$ cat src/rtl/core/assert_macros.svh
// ----------------------------------------------------------------------------
// assert_macros.svh
// Shared concurrent assertion macros for the deque RTL
// ----------------------------------------------------------------------------
`ifndef ASSERT_MACROS_SVH
`define ASSERT_MACROS_SVH

// property must hold at every clock edge outside reset
`define ASSERT_CLK(label, clk, rst, prop, msg) \
   label: assert property (@(posedge clk) disable iff (rst) (prop)) \
      else $error(msg);

// condition must never be true at a clock edge outside reset
`define ASSERT_NEVER(label, clk, rst, cond, msg) \
   label: assert property (@(posedge clk) disable iff (rst) !(cond)) \
      else $error(msg);

`endif

$ cat src/rtl/core/deq_pkg.sv
// ----------------------------------------------------------------------------
// deq_pkg
// Sizes, opcode and status codes shared by the deque channels and core
// ----------------------------------------------------------------------------
`timescale 1ns / 1ps
`default_nettype none

package deq_pkg;

   // capacity and stored payload width
   localparam int Depth            = 16;
   localparam int PayloadWidth     = 64;

   // fixed channel field widths
   localparam int OpWidth          = 3;
   localparam int TagWidth         = 32;
   localparam int PayloadPortWidth = 64;
   localparam int StatusWidth      = 2;

   // derived widths
   localparam int IndexWidth       = $clog2(Depth);
   localparam int CountWidth       = $clog2(Depth + 1);

   typedef logic [IndexWidth-1:0] index_type;
   typedef logic [CountWidth-1:0] count_type;

   // operation codes
   typedef enum logic [OpWidth-1:0] {
      OP_PUSH_FRONT = 3'd0,
      OP_PUSH_BACK  = 3'd1,
      OP_POP_FRONT  = 3'd2,
      OP_POP_BACK   = 3'd3,
      OP_PEEK_FRONT = 3'd4,
      OP_PEEK_BACK  = 3'd5,
      OP_CLEAR      = 3'd6,
      OP_NOP        = 3'd7
   } op_type;

   // result status codes
   typedef enum logic [StatusWidth-1:0] {
      ST_OK    = 2'd0,
      ST_FULL  = 2'd1,
      ST_EMPTY = 2'd2
   } status_type;

endpackage

`default_nettype wire

$ cat src/rtl/core/deq_req_if.sv
// ----------------------------------------------------------------------------
// deq_req_if
// Request channel: opcode, tag and payload with valid/ready handshake
// ----------------------------------------------------------------------------
`timescale 1ns / 1ps
`default_nettype none

interface deq_req_if;
   import deq_pkg::*;

   logic                        valid;
   logic                        ready;
   logic [OpWidth-1:0]          opcode;
   logic signed [TagWidth-1:0]  entry_tag;
   logic [PayloadPortWidth-1:0] entry_payload;

   modport source (
      output valid, opcode, entry_tag, entry_payload,
      input  ready
   );

   modport sink (
      input  valid, opcode, entry_tag, entry_payload,
      output ready
   );
endinterface

`default_nettype wire

$ cat src/rtl/core/deq_rsp_if.sv
// ----------------------------------------------------------------------------
// deq_rsp_if
// Response channel: status, read entry and count with valid/ready handshake
// ----------------------------------------------------------------------------
`timescale 1ns / 1ps
`default_nettype none

interface deq_rsp_if;
   import deq_pkg::*;

   logic                        valid;
   logic                        ready;
   logic [StatusWidth-1:0]      status;
   logic signed [TagWidth-1:0]  read_tag;
   logic [PayloadPortWidth-1:0] read_payload;
   logic [CountWidth-1:0]       item_count;

   modport source (
      output valid, status, read_tag, read_payload, item_count,
      input  ready
   );

   modport sink (
      input  valid, status, read_tag, read_payload, item_count,
      output ready
   );
endinterface

`default_nettype wire

$ cat src/rtl/core/double_ended_queue.sv
// ----------------------------------------------------------------------------
// double_ended_queue
// Bounded deque of tagged payload entries kept in a register ring. Each
// request beat carries one operation (push, pop or peek at either end, clear
// or no-op) and returns exactly one response beat with a status, the entry
// read by a pop or peek (zero otherwise) and the entry count afterwards.
// A push to a full deque reports full, a pop or peek on an empty one reports
// empty; neither changes any state. The block takes one operation per clock
// while the response side accepts, and passes each one through a request
// register, then a response register; that rate is set by the front index and
// count update, which each operation completes before the next. Backpressure on the
// response side stalls the request side only once both registers are full.
// ----------------------------------------------------------------------------
`timescale 1ns / 1ps
`default_nettype none
`include "assert_macros.svh"

module double_ended_queue (
   input  logic       clock,
   input  logic       reset,
   deq_req_if.sink    req_chan,
   deq_rsp_if.source  rsp_chan
);
   import deq_pkg::*;

   // ring slot of front plus offset, offset below Depth
   function automatic index_type slot_add(input index_type base, input count_type offset);
      logic [CountWidth:0] sum;
      sum = (CountWidth + 1)'(base) + (CountWidth + 1)'(offset);
      if (sum >= (CountWidth + 1)'(Depth)) begin
         sum = sum - (CountWidth + 1)'(Depth);
      end
      return sum[IndexWidth-1:0];
   endfunction

   // request stage
   logic                       s1_valid_ff;
   op_type                     s1_op_ff;
   logic signed [TagWidth-1:0] s1_tag_ff;
   logic [PayloadWidth-1:0]    s1_payload_ff;

   // response stage
   logic                       rsp_valid_ff;
   status_type                 rsp_status_ff;
   logic signed [TagWidth-1:0] rsp_tag_ff;
   logic [PayloadWidth-1:0]    rsp_payload_ff;
   count_type                  rsp_count_ff;

   // deque state
   index_type                  front_ff;
   count_type                  count_ff;
   logic signed [TagWidth-1:0] tag_store_ff     [Depth];
   logic [PayloadWidth-1:0]    payload_store_ff [Depth];

   // next values
   index_type                  front_in;
   count_type                  count_in;
   status_type                 status_in;
   logic signed [TagWidth-1:0] read_tag_in;
   logic [PayloadWidth-1:0]    read_payload_in;
   logic                       wr_en;
   index_type                  wr_slot;
   index_type                  rd_slot;

   // helper values
   index_type                  front_dec;
   index_type                  front_inc;
   index_type                  tail_slot;
   index_type                  last_slot;
   logic                       is_full;
   logic                       is_empty;
   logic                       advance;
   logic                       req_take;

   // handshake
   assign advance        = s1_valid_ff && (!rsp_valid_ff || rsp_chan.ready);
   assign req_chan.ready = !s1_valid_ff || advance;
   assign req_take       = req_chan.valid && req_chan.ready;

   // ring positions
   assign front_dec = (front_ff == '0) ? IndexWidth'(Depth - 1) : front_ff - 1'b1;
   assign front_inc = (front_ff == IndexWidth'(Depth - 1)) ? '0 : front_ff + 1'b1;
   assign tail_slot = slot_add(front_ff, count_ff);
   assign last_slot = slot_add(front_ff, count_ff - 1'b1);
   assign is_full   = (count_ff == CountWidth'(Depth));
   assign is_empty  = (count_ff == '0);

   // operation decode and next state
   always_comb begin
      front_in        = front_ff;
      count_in        = count_ff;
      status_in       = ST_OK;
      read_tag_in     = '0;
      read_payload_in = '0;
      wr_en           = 1'b0;
      wr_slot         = tail_slot;
      rd_slot         = front_ff;
      unique case (s1_op_ff) inside
         OP_PUSH_FRONT, OP_PUSH_BACK: begin
            if (is_full) begin
               status_in = ST_FULL;
            end else begin
               wr_en    = 1'b1;
               count_in = count_ff + 1'b1;
               if (s1_op_ff == OP_PUSH_FRONT) begin
                  front_in = front_dec;
                  wr_slot  = front_dec;
               end
            end
         end
         OP_POP_FRONT, OP_POP_BACK, OP_PEEK_FRONT, OP_PEEK_BACK: begin
            if (is_empty) begin
               status_in = ST_EMPTY;
            end else begin
               if (s1_op_ff == OP_POP_BACK || s1_op_ff == OP_PEEK_BACK) begin
                  rd_slot = last_slot;
               end
               read_tag_in     = tag_store_ff[rd_slot];
               read_payload_in = payload_store_ff[rd_slot];
               if (s1_op_ff == OP_POP_FRONT) begin
                  front_in = front_inc;
                  count_in = count_ff - 1'b1;
               end else if (s1_op_ff == OP_POP_BACK) begin
                  count_in = count_ff - 1'b1;
               end
               // an emptied deque restarts at slot zero
               if (count_in == '0) begin
                  front_in = '0;
               end
            end
         end
         OP_CLEAR: begin
            front_in = '0;
            count_in = '0;
         end
         default: begin
         end
      endcase
   end

   // control registers
   always_ff @(posedge clock) begin
      if (reset) begin
         s1_valid_ff  <= 1'b0;
         rsp_valid_ff <= 1'b0;
         front_ff     <= '0;
         count_ff     <= '0;
      end else begin
         if (req_take) begin
            s1_valid_ff <= 1'b1;
         end else if (advance) begin
            s1_valid_ff <= 1'b0;
         end
         if (advance) begin
            rsp_valid_ff <= 1'b1;
            front_ff     <= front_in;
            count_ff     <= count_in;
         end else if (rsp_chan.ready) begin
            rsp_valid_ff <= 1'b0;
         end
      end
   end

   // payload registers and entry store
   always_ff @(posedge clock) begin
      if (req_take) begin
         s1_op_ff      <= op_type'(req_chan.opcode);
         s1_tag_ff     <= req_chan.entry_tag;
         s1_payload_ff <= req_chan.entry_payload[PayloadWidth-1:0];
      end
      if (advance) begin
         rsp_status_ff  <= status_in;
         rsp_tag_ff     <= read_tag_in;
         rsp_payload_ff <= read_payload_in;
         rsp_count_ff   <= count_in;
      end
      if (advance && wr_en) begin
         tag_store_ff[wr_slot]     <= s1_tag_ff;
         payload_store_ff[wr_slot] <= s1_payload_ff;
      end
   end

   // response beat
   assign rsp_chan.valid        = rsp_valid_ff;
   assign rsp_chan.status       = rsp_status_ff;
   assign rsp_chan.read_tag     = rsp_tag_ff;
   assign rsp_chan.read_payload = PayloadPortWidth'(rsp_payload_ff);
   assign rsp_chan.item_count   = rsp_count_ff;

   // checks
   `ASSERT_CLK(a_full_at_capacity, clock, reset, (rsp_valid_ff && rsp_status_ff == ST_FULL) |-> (rsp_count_ff == CountWidth'(Depth)), "full reported below capacity")
   `ASSERT_CLK(a_empty_at_zero, clock, reset, (rsp_valid_ff && rsp_status_ff == ST_EMPTY) |-> (rsp_count_ff == '0), "empty reported with entries held")
   `ASSERT_NEVER(a_front_home, clock, reset, (count_ff == '0) && (front_ff != '0), "empty deque with front away from slot zero")
   `ASSERT_CLK(a_pop_count, clock, reset, (advance && s1_op_ff == OP_POP_FRONT && count_ff != '0) |=> (count_ff == $past(count_ff) - 1'b1), "pop front did not drop the count by one")

endmodule

`default_nettype wire
$ cat src/flat_wrapper.sv
// flat-port wrapper written by rule: the top's interface ports become plain ports
module double_ended_queue_flat import deq_pkg::*;
  (clock, reset, req_chan_valid, req_chan_opcode, req_chan_entry_tag, req_chan_entry_payload, req_chan_ready, rsp_chan_valid, rsp_chan_status, rsp_chan_read_tag, rsp_chan_read_payload, rsp_chan_item_count, rsp_chan_ready);
  deq_req_if req_chan_i ();
  deq_rsp_if rsp_chan_i ();
  input  logic clock;
  input  logic reset;
  input wire logic [$bits(req_chan_i.valid)-1:0] req_chan_valid;
  input wire logic [$bits(req_chan_i.opcode)-1:0] req_chan_opcode;
  input wire logic [$bits(req_chan_i.entry_tag)-1:0] req_chan_entry_tag;
  input wire logic [$bits(req_chan_i.entry_payload)-1:0] req_chan_entry_payload;
  output wire logic [$bits(req_chan_i.ready)-1:0] req_chan_ready;
  output wire logic [$bits(rsp_chan_i.valid)-1:0] rsp_chan_valid;
  output wire logic [$bits(rsp_chan_i.status)-1:0] rsp_chan_status;
  output wire logic [$bits(rsp_chan_i.read_tag)-1:0] rsp_chan_read_tag;
  output wire logic [$bits(rsp_chan_i.read_payload)-1:0] rsp_chan_read_payload;
  output wire logic [$bits(rsp_chan_i.item_count)-1:0] rsp_chan_item_count;
  input wire logic [$bits(rsp_chan_i.ready)-1:0] rsp_chan_ready;
  assign req_chan_i.valid = req_chan_valid;
  assign req_chan_i.opcode = req_chan_opcode;
  assign req_chan_i.entry_tag = req_chan_entry_tag;
  assign req_chan_i.entry_payload = req_chan_entry_payload;
  assign req_chan_ready = req_chan_i.ready;
  assign rsp_chan_valid = rsp_chan_i.valid;
  assign rsp_chan_status = rsp_chan_i.status;
  assign rsp_chan_read_tag = rsp_chan_i.read_tag;
  assign rsp_chan_read_payload = rsp_chan_i.read_payload;
  assign rsp_chan_item_count = rsp_chan_i.item_count;
  assign rsp_chan_i.ready = rsp_chan_ready;
  double_ended_queue u_core (.clock(clock), .reset(reset), .req_chan(req_chan_i), .rsp_chan(rsp_chan_i));
endmodule
$ cat config.mk
export PLATFORM = sky130hd
export DESIGN_NAME = double_ended_queue_flat
export DESIGN_NICKNAME = d
export VERILOG_FILES = /design/src/rtl/core/deq_pkg.sv /design/src/rtl/core/deq_req_if.sv /design/src/rtl/core/deq_rsp_if.sv /design/src/rtl/core/double_ended_queue.sv /design/src/flat_wrapper.sv
export VERILOG_INCLUDE_DIRS = /design/src /design/src/rtl/core
export SDC_FILE = /design/constraint.sdc
export NUM_CORES = 2
export LEC_CHECK = 0
export BUFFER_PORTS_ARGS = -buffer_cell sky130_fd_sc_hd__buf_4
export CAP_MARGIN = 15
export CORE_MARGIN = 2
export CORE_UTILIZATION = 52
export DETAILED_ROUTE_END_ITERATION = 7
export PLACE_DENSITY = 0.76
export SETUP_SLACK_MARGIN = 0.1
export SYNTH_ARGS = -nofsm -noshare
export SYNTH_HDL_FRONTEND = slang
export SYNTH_SLANG_ARGS = --single-unit
$ cat constraint.sdc
create_clock -name clock -period 9.84 [get_ports clock]
set_input_delay 0.984 -clock clock [delete_from_list [all_inputs] [get_ports clock]]
set_output_delay 0.984 -clock clock [all_outputs]
set_load 0.05 [all_outputs]
==> results.yml <==
clocking:
  path_clk_slew_ns: 0.06
  cts_num_sinks: 1749
  cts_tree: "built"
  ctsHoldBuffers: 0
  cts_buffer_depth: 3
  h-tree-depth: 4
  cts_root_buffer: "clkbuf_16"
  cts_resized: 0
  cts_buffers: 173
  clk_latency_ns: 0.81
  postCtsSetupBuffers: 0
pwr:
  power.density_mw_per_mm2: 213
  leakage_nw: 26.5
  seqPwrFrac: 0.516
  switching_power_mw: 3.79
  internal_power_mw: 12.5
  clockPowerShare: 0.401
  ir_drop_mv: 0.166
  p_comb_frac: 0.083
  p_sw_frac: 0.233
synthesis:
  synth_ff_type: "edfxtp_1"
  synth_cell_types: 59
  yosys.area_share.adder: 0.00280
  synth_top_area_cell: "edfxtp_1"
  muxShareOfSynthArea: 0.000773
  synthArstFlopShare: 0
  ys_warn_count: 0
  synth_top_family_by_area: "compound AO/OA/AOI/OAI gates"
  synth.top_cell.area_share: 0.768
  synthSimpleGateAreaFrac: 0.0993
  synthTopCellsByArea: "edfxtp_1, a211oi_1, and3_1"
  synth_compound_area_frac: 0.101
  synthXorXnorAreaFrac: 0.00153
  syn_nets: 4277
  syn_area_mm2: 0.0680
  synth-seq-area-share: 0.771
  synth_most_common_cell: "edfxtp_1"
  synthTopCellsByCount: "edfxtp_1, a211oi_1, and3_1, clkbuf_1, or4_1"
  synth_edf_count: 1738
  yosys_register_bits: 1749
  synth_cells: 4160
  syn_area_per_cell_um2: 16.3
placement:
  globalplace.congestion: 0.806
  dp_cells: 5796
  portBuffers: 207
  dp_hpwl_um: 76500
  placed_area_mm2: 0.0710
drt:
  dr.pass1.iters: 6
  via_count: 40000
  routedWlPerCell_um: 27.9
  vias_per_cell: 6.53
  dr.first_iter.drc_count: 5854
  drt-total-wl_um: 171000
  drtAntennaViolNets: 0
  route.detailed.drc: 0
cells_and_area:
  nFillCells: 9245
  nets: 4347
  syn_to_final_growth_pct: 12.8
  drive_gt1_frac: 0.123
  multiInputGateArea_mm2: 0.0141
  stdcell_area_mm2: 0.0766
  seqCellArea_mm2: 0.0524
  layoutNonFillerInstCount: 6122
sta:
  finalCritPeriodShare: 0.569
  min_period_ns: 5.60
  fmax_mhz: 178
  worst_pin_slew_ns: 1.31
  holdWs_ns: 0.345
  maxSlewViolCount: 0
  fin_worst_skew_ns: 0.0273
  setup_viol: 0
  setup_tns_ns: 0
  hold_viol_final: 0
  slew_headroom: 0.125
  rsz0062_at_grt: "false"
floorplanning:
  die_y_um: 366
  die_w_um: 366
  coreArea_mm2: 0.130
  ios: 208
  die-area_mm2: 0.134
  start_util: 0.524
  rows: 132
global_routing:
  antenna_found_initial: 9
  grt_pass1_vias: 39000
  grt_max_degree: 297
  grt_pass1_wl_um: 248000
  grt_usage: 0.251
  gr-total-overflow: 0
setup_path:
  r2r_start: "u_core.s1_op_ff[1]"
  critPathKind: "reg2reg"
  start_kind: "flop"
  cp_data_required_time_ns: 10.42
  cp-startpoint: "u_core.s1_op_ff[1]"
  arrival_ns: 6.18
  crit_fanout: 296
  end_kind: "flop"
flow_run:
  maxCapViolCount: 0
hold_path:
  holdCritPathClass: "in2reg"
  hp-start: "req_chan_entry_payload[9]"
status:
  status: "complete, no violations"
-- logic make-up (layout without fill, tap and decap cells) --
| family | count (synthesis) | count (layout) |
|---|---|---|
| buffers and inverters | 385 | 599 |
| flip-flops | 1749 | 1749 |
| AO/OA/AOI/OAI | 933 | 933 |
| multiplexers | 5 | 5 |
| AND/OR/NAND/NOR | 1063 | 1063 |
| adder cells (fa/ha/maj) | 14 | 14 |
| other | 0 | 6 |
| XOR/XNOR | 11 | 11 |
-- layout by cell type (no fill, tap or decap), types with 16 or more instances in the layout --
master	n
edfxtp_1	1738
and3_1	771
clkbuf_1	32
clkinv_2	28
clkbuf_16	175
a211oi_1	771
buf_4	250
a21oi_1	26
clkinv_1	46
nand2_1	26
or4_1	192
nor2_4	16
o22ai_1	96
bufinv_16	19
buf_12	16
-- layout make-up --
cell class,instances,area share
Clock inverter,112,0.0147
Multi-Input combinational cell,2026,0.184
Clock buffer,207,0.0587
Sequential cell,1749,0.684
Inverter,13,0.000702
Timing Repair Buffer,267,0.0290
Tap cell,1742,0.0284
Antenna cell,6,0.000196
-- per-stage QoR --
stage	total power, mW	util	setup slack [ns]
floorplan	9.45	-	2.07
global placement	9.87	0.547	4.50
detailed placement	9.89	0.547	4.42
CTS	16.3	0.591	4.39
global route	16.7	0.591	3.97
finish	16.3	0.591	4.24
-- critical path, cell delays in order (launching register included) --
cell	delay [ns]
edfxtp_1	0.63
xnor2_1	0.24
buf_4	0.20
o21ai_4	0.15
buf_12	0.66
buf_4	0.93
buf_4	1.02
and3_1	0.29
a211oi_1	0.05
or4_1	0.60
o22ai_1	0.29
-- sequential cells by signal (all words and copies together), names as in the netlist --
signal,count
u_core.s1_valid_ff,1
u_core.tag_store_ff,512
u_core.count_ff,5
u_core.rsp_chan.read_payload,64
u_core.rsp_chan.read_tag,32
u_core.rsp_chan.status,2
u_core.s1_payload_ff,64
u_core.payload_store_ff,1024
u_core.rsp_chan.item_count,5
u_core.front_ff,4
u_core.s1_tag_ff,32
u_core.s1_op_ff,3
u_core.rsp_chan.valid,1
-- per-layer routing --
layer,global-route usage,up-vias,share of wire
met1,0.336,20100,0.39
met3,0.0536,334,0.093
met2,0.404,2219,0.48
met4,0.102,4,0.035
met5,0,-,0.00015
li1,-,17300,-
-- power by group through the flow --
stage          registers (mW)  logic (mW)  clock network [mW]
2_1_floorplan            8.59       0.854                   0
3_3_place_gp             8.55        1.32                   0
3_5_place_dp             8.56        1.34                   0
4_1_cts                  8.40        1.34                6.58
5_1_grt                  8.41        1.45                6.88
6_report                 8.40        1.36                6.52
-- path summary, 6_finish.rpt --
path                            cells past startpoint                      endpoint  slack (ns)
worst max register to register                     10  u_core.rsp_chan.read_tag[23]        4.24
worst min register to register                      2         u_core.rsp_chan.valid        0.52
worst max-delay path                               10  u_core.rsp_chan.read_tag[23]        4.24
worst min-delay path                                1       u_core.s1_payload_ff[9]        0.34
No activity file was read; power rests on OpenSTA's default activity.
